[src/rtl/tcce_pkg.sv]
package tcce_pkg;

	localparam int COLUMNS_DEF = 80;
	localparam int ROWS_DEF    = 25;

	localparam int CODE_W   = 8;
	localparam int LINES_W  = 5;
	localparam int ATTR_W   = 8;
	localparam int INDEX_W  = 11;
	localparam int VALUE_W  = 16;
	localparam int ROW_W    = 5;
	localparam int COL_W    = 7;

	localparam int CFG_IDX_W  = 1;
	localparam int CFG_DATA_W = 8;

	localparam logic [CFG_IDX_W-1:0] CFG_SCROLL_LINES   = 1'd0;
	localparam logic [CFG_IDX_W-1:0] CFG_TEXT_ATTRIBUTE = 1'd1;

	localparam logic [LINES_W-1:0] SCROLL_LINES_RST   = 5'd1;
	localparam logic [ATTR_W-1:0]  TEXT_ATTRIBUTE_RST = 8'd7;

	localparam logic [CODE_W-1:0] CODE_BELL  = 8'd7;
	localparam logic [CODE_W-1:0] CODE_BS    = 8'd8;
	localparam logic [CODE_W-1:0] CODE_LF    = 8'd10;
	localparam logic [CODE_W-1:0] CODE_CR    = 8'd13;
	localparam logic [CODE_W-1:0] CODE_BLANK = 8'h20;

	typedef struct packed {
		logic               we;
		logic [INDEX_W-1:0] idx;
		logic [VALUE_W-1:0] val;
		logic               scr;
		logic [ROW_W-1:0]   row;
		logic [COL_W-1:0]   col;
	} tcce_res_t;

endpackage

[src/rtl/tcce_cursor.sv]
module tcce_cursor #(
	parameter int COLUMNS = tcce_pkg::COLUMNS_DEF,
	parameter int ROWS    = tcce_pkg::ROWS_DEF
) (
	input  logic                         clk,
	input  logic                         arst_n,
	input  logic                         step,
	input  logic [tcce_pkg::CODE_W-1:0]  code,
	input  logic [tcce_pkg::LINES_W-1:0] scroll_lines,
	input  logic [tcce_pkg::ATTR_W-1:0]  text_attribute,
	output tcce_pkg::tcce_res_t          res
);
	import tcce_pkg::*;

	localparam int RW  = $clog2(ROWS);
	localparam int CW  = $clog2(COLUMNS);
	localparam int SW  = RW + 1;
	localparam int CIW = CW + 1;
	localparam int XW  = (RW + CW > INDEX_W) ? RW + CW : INDEX_W;
	localparam int RXW = (RW > ROW_W) ? RW : ROW_W;
	localparam int CXW = (CW > COL_W) ? CW : COL_W;

	logic [RW-1:0] row_q, row_n;
	logic [CW-1:0] col_q, col_n;

	logic [SW-1:0]  l_eff;
	logic [SW-1:0]  row_sum;
	logic           lf_scr;
	logic [RW-1:0]  lf_row;
	logic [CIW-1:0] col_inc;
	logic [CW-1:0]  idx_col;
	logic [XW-1:0]  idx_full;
	logic [RXW-1:0] row_ext;
	logic [CXW-1:0] col_ext;

	// saturate the scroll count to the grid height
	always_comb begin
		if (int'(scroll_lines) > ROWS) begin
			l_eff = SW'(ROWS);
		end else begin
			l_eff = SW'(scroll_lines);
		end
		row_sum = SW'(row_q) + l_eff;
		lf_scr  = (row_sum >= SW'(ROWS));
		lf_row  = lf_scr ? row_q : row_sum[RW-1:0];
		col_inc = CIW'(col_q) + CIW'(1);
		idx_col = (code == CODE_BS) ? (col_q - CW'(1)) : col_q;
		idx_full = XW'(row_q) * XW'(COLUMNS) + XW'(idx_col);
	end

	always_comb begin
		row_n   = row_q;
		col_n   = col_q;
		res     = '0;
		case (code)
			CODE_BS: begin
				if (col_q != '0) begin
					col_n   = idx_col;
					res.we  = 1'b1;
					res.idx = idx_full[INDEX_W-1:0];
					res.val = {text_attribute, CODE_BLANK};
				end
			end
			CODE_CR: begin
				col_n = '0;
			end
			CODE_LF: begin
				col_n   = '0;
				row_n   = lf_row;
				res.scr = lf_scr;
			end
			CODE_BELL: begin
			end
			default: begin
				res.we  = 1'b1;
				res.idx = idx_full[INDEX_W-1:0];
				res.val = {text_attribute, code};
				if (col_inc >= CIW'(COLUMNS)) begin
					// wrap: line feed in the same item
					col_n   = '0;
					row_n   = lf_row;
					res.scr = lf_scr;
				end else begin
					col_n = col_inc[CW-1:0];
				end
			end
		endcase
		row_ext = RXW'(row_n);
		col_ext = CXW'(col_n);
		res.row = row_ext[ROW_W-1:0];
		res.col = col_ext[COL_W-1:0];
	end

	always_ff @(posedge clk or negedge arst_n) begin
		if (!arst_n) begin
			row_q <= '0;
			col_q <= '0;
		end else if (step) begin
			row_q <= row_n;
			col_q <= col_n;
		end
	end

`ifndef SYNTH
	a_row_range: assert property (@(posedge clk) disable iff (!arst_n)
		int'(row_q) < ROWS)
		else $error("cursor row out of range");

	a_col_range: assert property (@(posedge clk) disable iff (!arst_n)
		int'(col_q) < COLUMNS)
		else $error("cursor column out of range");

	a_bell_idle: assert property (@(posedge clk) disable iff (!arst_n)
		step && code == CODE_BELL |=> $stable(row_q) && $stable(col_q))
		else $error("bell moved the cursor");

	a_cr_home: assert property (@(posedge clk) disable iff (!arst_n)
		step && code == CODE_CR |=> col_q == '0 && $stable(row_q))
		else $error("carriage return did not home the column");

	a_scroll_row: assert property (@(posedge clk) disable iff (!arst_n)
		step && res.scr |=> $stable(row_q))
		else $error("row moved on a scroll");
`endif

endmodule

[src/rtl/text_console_cursor_engine.sv]
// Text console cursor engine. Each character item yields exactly one result:
// the cell write (index and attribute/character value) if any, a scroll flag,
// and the cursor position after the item. An item passes through an input
// register and then a result register, where its result is presented; a
// stall on the output can hold the item in either register. One
// item is accepted every cycle while out_stall stays low; while a finished
// result waits, one more item can still enter the empty input register.
// Registers scroll_lines (index 0) and text_attribute (index 1) are written
// through the cfg port, which is always ready, and should only change while
// no item is in flight.
module text_console_cursor_engine #(
	parameter int COLUMNS = tcce_pkg::COLUMNS_DEF,
	parameter int ROWS    = tcce_pkg::ROWS_DEF
) (
	input  logic                            clk,
	input  logic                            arst_n,
	input  logic                            in_valid,
	output logic                            in_stall,
	input  logic [tcce_pkg::CODE_W-1:0]     char_code,
	output logic                            out_valid,
	input  logic                            out_stall,
	output logic                            write_enable,
	output logic [tcce_pkg::INDEX_W-1:0]    cell_index,
	output logic [tcce_pkg::VALUE_W-1:0]    cell_value,
	output logic                            scroll_enable,
	output logic [tcce_pkg::ROW_W-1:0]      cursor_row,
	output logic [tcce_pkg::COL_W-1:0]      cursor_col,
	input  logic                            cfg_valid,
	output logic                            cfg_ready,
	input  logic [tcce_pkg::CFG_IDX_W-1:0]  cfg_index,
	input  logic [tcce_pkg::CFG_DATA_W-1:0] cfg_data
);
	import tcce_pkg::*;

	logic [LINES_W-1:0] scroll_lines_q;
	logic [ATTR_W-1:0]  text_attribute_q;

	logic               valid_s1;
	logic [CODE_W-1:0]  code_s1;
	logic               advance;
	logic               in_take;

	tcce_res_t          res;
	tcce_res_t          res_q;
	logic               out_valid_q;

	assign cfg_ready = 1'b1;

	always_ff @(posedge clk or negedge arst_n) begin
		if (!arst_n) begin
			scroll_lines_q   <= SCROLL_LINES_RST;
			text_attribute_q <= TEXT_ATTRIBUTE_RST;
		end else if (cfg_valid) begin
			case (cfg_index)
				CFG_SCROLL_LINES:   scroll_lines_q   <= cfg_data[LINES_W-1:0];
				CFG_TEXT_ATTRIBUTE: text_attribute_q <= cfg_data[ATTR_W-1:0];
				default: begin
				end
			endcase
		end
	end

	// advance the input stage whenever the result register is free or drains
	assign advance  = !out_valid_q || !out_stall;
	assign in_stall = valid_s1 && !advance;
	assign in_take  = in_valid && !in_stall;

	always_ff @(posedge clk or negedge arst_n) begin
		if (!arst_n) begin
			valid_s1 <= 1'b0;
		end else if (in_take) begin
			valid_s1 <= 1'b1;
		end else if (advance) begin
			valid_s1 <= 1'b0;
		end
	end

	always_ff @(posedge clk) begin
		if (in_take) begin
			code_s1 <= char_code;
		end
	end

	tcce_cursor #(
		.COLUMNS(COLUMNS),
		.ROWS   (ROWS)
	) u_cursor (
		.clk           (clk),
		.arst_n        (arst_n),
		.step          (valid_s1 && advance),
		.code          (code_s1),
		.scroll_lines  (scroll_lines_q),
		.text_attribute(text_attribute_q),
		.res           (res)
	);

	always_ff @(posedge clk or negedge arst_n) begin
		if (!arst_n) begin
			out_valid_q <= 1'b0;
		end else if (advance) begin
			out_valid_q <= valid_s1;
		end
	end

	always_ff @(posedge clk) begin
		if (advance && valid_s1) begin
			res_q <= res;
		end
	end

	assign out_valid     = out_valid_q;
	assign write_enable  = res_q.we;
	assign cell_index    = res_q.idx;
	assign cell_value    = res_q.val;
	assign scroll_enable = res_q.scr;
	assign cursor_row    = res_q.row;
	assign cursor_col    = res_q.col;

endmodule

[config.mk]
export PLATFORM = sky130hd
export DESIGN_NAME = text_console_cursor_engine
export DESIGN_NICKNAME = d
export VERILOG_FILES = /design/src/rtl/tcce_pkg.sv /design/src/rtl/tcce_cursor.sv /design/src/rtl/text_console_cursor_engine.sv
export SDC_FILE = /design/constraint.sdc
export NUM_CORES = 1
export LEC_CHECK = 0
export BUFFER_PORTS_ARGS = -buffer_cell sky130_fd_sc_hd__clkbuf_2
export CAP_MARGIN = 40
export CORE_MARGIN = 4
export CORE_UTILIZATION = 51
export CTS_BUF_LIST = sky130_fd_sc_hd__clkbuf_2
export DETAILED_ROUTE_END_ITERATION = 10
export HOLD_SLACK_MARGIN = 0.02
export PLACE_DENSITY = 0.72
export SLEW_MARGIN = 20
export SYNTH_ARGS = -nofsm -noshare
export SYNTH_HDL_FRONTEND = slang
export SYNTH_SLANG_ARGS = --single-unit
[constraint.sdc]
create_clock -name clk -period 4.1 [get_ports clk]
set_input_delay 0.41 -clock clk [delete_from_list [all_inputs] [get_ports clk]]
set_output_delay 0.41 -clock clk [all_outputs]
set_load 0.02 [all_outputs]
# --- After elaboration in Yosys (flattened, before gate mapping) ---
# Cells that the tools add are included.
# Widths: inputs -> output; s select.
totals:
  ff_bits: 76
  wordCells: 55
  inputBits: 22
classes:
  order_cmp: 3
  multipliers: 1
  bitwise: 1
  eq_ne: 4
  add_sub_neg: 4
  n_reduce_logical: 15
  n_mux: 14
op_table:
  columns: ["operator", "n"]
  rows:
  - ["$pmux 28 s2", 1]
  - ["$mux 28", 1]
  - ["$eq 8x4->1 const B", 3]
  - ["$mux 7", 3]
  - ["$pmux 7 s3", 1]
  - ["$mux 5", 3]
  - ["$add 11x7->11", 1]
  - ["$pmux 5 s2", 1]
  - ["$add 7x1->8 const B", 1]
  - ["$eq 8x3->1 const B", 1]
  - ["$ge 8x7->1 const B", 1]
  - ["$mul 5x3->7 const B", 1]
  - ["$reduce_bool 7->1", 1]
  - ["$sub 7x1->7 const B", 1]
  - ["$add 5x5->6", 1]
  - ["$ge 6x5->1 const B", 1]
  - ["$reduce_or 3->1", 2]
  - ["$gt 5x5->1 const B", 1]
  - ["$logic_not 1->1", 4]
  - ["$reduce_and 2->1", 2]
  - ["$logic_and 1x1->1", 3]
  - ["$mux 1", 3]
  - ["$pmux 1 s2", 1]
  - ["$reduce_bool 2->1", 1]
  - ["other kinds (3)", 3]

# --- Longest topological paths before layout ---
logic_depth:
  word_depth: 7
  depth_mapped: 13
  mapped_depth_nobuf: 13

# --- Hierarchy ---
# A second synthesis with hierarchy kept.
hier_totals:
  cells_unflattened: 338
  area_unflattened_um2: 4011.3
modules_own_cells:
  columns: ["module", "area_per_inst_um2", "n_inst", "cells_each", "seq_area_each_um2"]
  rows:
  - ["text_console_cursor_engine", 2070.7, 1, 87, 1851.8]
  - ["tcce_cursor", 1940.6, 1, 251, 300.3]

# --- Worst setup path after synthesis ---
# Ideal clock, no wire load.
synth_path:
  path_type: "flip-flop to flip-flop"
  from: "register u_cursor.col_q[0]"
  to: "register res_q, in the netlist cell_index[10], data pin"
  path_stages_with_launch: 14
  slack_ns: 0.967
  t_arrival_ns: 2.867
  required_time_ns: 3.834
  n_path_buf: 0
  path_cell_list: "dfrtp_1 > inv_1 > ha_1 > nor3b_1 > nor4b_1 > xnor2_1 > ha_1 > inv_1 > fa_1 > nor2b_1 > o2111ai_1 > xnor2_1 > xnor2_1 > nor2_1"
synth_rtl:
  columns: ["element", "line", "text"]
  rows:
  - ["start, declared", "tcce_cursor.sv:24", "logic [CW-1:0] col_q, col_n;"]
  - ["start signal, assigned", "tcce_cursor.sv:100", "col_q <= col_n;"]
  - ["end signal, assigned", "text_console_cursor_engine.sv:107", "res_q <= res;"]
  - ["end, declared", "text_console_cursor_engine.sv:44", "tcce_res_t res_q;"]

==> results.py <==
metrics = {
    "status": {
        "outcome": "finished, final reports clean",
    },
    "power": {
        "p_switching_mw": 0.977,
        "clockPowerShare_pct": 14.3,
        "power_density_nw_per_um2": 555,
        "ir_worst_vdd_v": 0.000266,
        "power_frac_seq_pct": 46.2,
        "leakagePower_nw": 1.94,
        "finalPower_mw": 2.51,
        "share_comb_of_total_power_pct": 39.5,
        "p_int_mw": 1.53,
        "swShare_pct": 38.9,
    },
    "sta": {
        "fmax_mhz": 274,
        "slew_headroom_pct": 48.7,
        "fin_crit_sh_pct": 88.9,
        "grt_setup_unrepaired": "false",
        "setup_viol": 0,
        "hold_ws_ns": 0.0881,
        "layout_setup_ws_ns": 0.456,
        "hold_violations": 0,
        "min_period_ns": 3.64,
        "tightest_slew_ns": 0.763,
        "fin_skew_ns": 0.0513,
        "slew_viol_final": 0,
        "setup_tns_ns": 0,
    },
    "floorplanning": {
        "rows": 31,
        "die_w_um": 96.3,
        "die_h_um": 96.3,
        "num_io_pins": 66,
        "initial_core_util_pct": 53.6,
        "die-area_um2": 9270,
        "coreArea_um2": 7410,
    },
    "placement": {
        "place_congestion": 0.929,
        "place_ws_ns": 0.618,
        "place_hpwl_um": 5720,
        "portBuffers": 64,
    },
    "route": {
        "drtPass1Iterations": 4,
        "drc": 0,
        "vias_per_cell": 5.42,
        "wl_per_cell_um": 16.1,
        "totalWireLength_um": 8080,
        "vias": 2725,
        "drtAntennaViolNets": 0,
        "drt_iter0_drc": 180,
    },
    "setup_path": {
        "arrival_ns": 3.93,
        "critPathMaxFanout": 8,
        "end_kind": "flop",
        "cp.required_ns": 4.38,
        "worst_setup_path_start_kind": "flop",
        "criticalPathCategory": "reg2reg",
    },
    "logic_synthesis": {
        "synth_top_cells_by_count": "49 x edfxtp_1, 23 x dfrtp_1, 22 x nand2_1",
        "syn_area_um2": 3970,
        "synth_edf_count": 49,
        "seq_area_frac_synth_pct": 54.2,
        "synth_most_common_cell": "edfxtp_1",
        "async_flop_share_pct": 35.5,
        "synth_seq_cells": 76,
        "syn-num-nets": 375,
        "synth-warning-count": 0,
        "synth_area_leaders": "edfxtp_1 37%, dfrtp_1 14%, mux2_2 6.0%, ha_1 5.4%, xnor2_1 2.9%",
        "synthFlopType": "edfxtp_1",
        "avgSynthCellArea_um2": 11.9,
        "yosysUniqueCellTypes": 63,
        "synth.largest_area_cell": "edfxtp_1",
        "synth_top_area_share_pct": 37.0,
        "syn_inst": 333,
    },
    "grt": {
        "grt_use_total_pct": 18.3,
        "antenna_found_initial": 0,
        "overflow": 0,
        "grt_pass1_vias": 2625,
        "grt_pass1_wl_um": 12700,
        "grt_max_degree": 37,
    },
    "clocking": {
        "clkLatencyLatePin_ns": 0.53,
        "clockBufferDepth": 2,
        "cts_buffers": 9,
        "htree_levels": 3,
        "hold_buffers": 1,
        "ctsResizeCount": 0,
        "cts-root-buf": "clkbuf_2",
        "clock_sinks": 76,
        "clk_pin_slew_ns": 0.26,
        "cts_tree": "done",
        "postCtsSetupRepairBufs": 0,
    },
    "layout": {
        "layout-drive-gt1-share_pct": 29.0,
        "antenna_cells": 0,
        "areaGrowthSynthToFinish_pct": 13.8,
        "final_nets": 441,
        "fillers": 642,
    },
    "hold_path": {
        "hp-class": "in2reg",
    },
    "flow_run": {
        "drv_cap": 0,
    },
}
==> through the flow <==
step	utilization [%]	cells	area, um^2
finish	61.0	503	4520
global route	61.0	503	4520
CTS	60.2	497	4460
detailed placement	58.9	480	4360
global placement	58.9	480	4360
floorplan	-	333	3970
==> placed cells by master (no fill, tap or decap), drive strengths merged, types with 2 or more instances in the layout <==
cell         count
ha              17
nor3             7
dfstp            4
a221o            2
a21o             7
nor2            20
and3             4
mux2i            3
nor4             3
nor4b            2
fa               3
dfrtp           23
edfxtp          49
xor2             5
nand3            3
xnor2           13
a21oi           12
mux2            21
nor2b           15
o21ai           10
or3              3
o21bai           2
clkinv           4
nand2           23
inv             14
o21a             5
clkbuf          74
nand4            2
buf              3
o31ai            2
and2             8
nand2b           6
dlygate4sd3      7
o31a             2
==> logic make-up after synthesis <==
kind of cell    share of synthesized area [%]
simple gates                             14.3
flops                                    54.2
compound gates                           10.7
buf+inv                                  3.21
mux                                      6.71
fa+ha+maj                                6.86
xor+xnor                                 3.97
other cells                            0.0944
==> critical path, stage by stage, from the launching register on <==
cell	delay [ns]
dfrtp_1	0.52
inv_1	0.16
ha_1	0.27
nor3b_1	0.38
nor4b_1	0.47
xnor2_1	0.19
ha_1	0.18
inv_1	0.05
fa_1	0.37
nor2b_1	0.20
o2111ai_1	0.17
xnor2_1	0.23
xnor2_1	0.14
nor2_1	0.06
==> layout make-up <==
cell class              count  area (um^2)  share of cell area, %
inverters                  13         48.8                   1.08
repair buffers             74          413                   9.13
clock inverters             6         40.0                  0.885
flip-flops and latches     76         2150                   47.6
multi-input cells         225         1690                   37.5
well taps                  99          124                   2.74
clock buffers              10         50.0                   1.11
==> metal layers <==
metal / part of all wire (%) / up-vias / GRT usage, % / wire length (um)
met1: 47 / 1308 / 26.0 / 3800
met5: 0 / - / 0 / 0
met3: 4.9 / 8 / 4.46 / 397
li1: - / 1336 / - / -
met2: 47 / 73 / 27.6 / 3790
met4: 1.2 / 0 / 6.16 / 97
==> registers in the layout (all words and copies together) (netlist names) <==
name and flops:
cursor_col 7, valid_s1 1, scroll_lines_q 5, write_enable 1, out_valid 1, cell_index 11
cell_value 16, text_attribute_q 8, code_s1 8, cursor_row 5, u_cursor.row_q 5, u_cursor.col_q 7
scroll_enable 1
==> final timing paths <==
path,startpoint,endpoint,slack [ns],cells past startpoint
min in group asynchronous,arst_n,u_cursor.col_q[0],0.43,2
max in group asynchronous,arst_n,u_cursor.col_q[4],3.16,2
max reg2reg,u_cursor.col_q[0],cell_index[10],0.46,13
min,char_code[5],code_s1[5],0.09,1
min reg2reg,code_s1[4],cell_value[4],0.45,0
max,u_cursor.col_q[0],cell_index[10],0.46,13
==> power groups by stage <==
stage | clock, mW | sequential, mW | combinational [mW]
finish | 0.360 | 1.16 | 0.992
global route | 0.404 | 1.18 | 1.11
CTS | 0.367 | 1.16 | 0.989
detailed placement | 0 | 1.18 | 0.982
global placement | 0 | 1.17 | 0.959
floorplan | 0 | 1.22 | 0.684
Power figures use the tool's default switching activity.
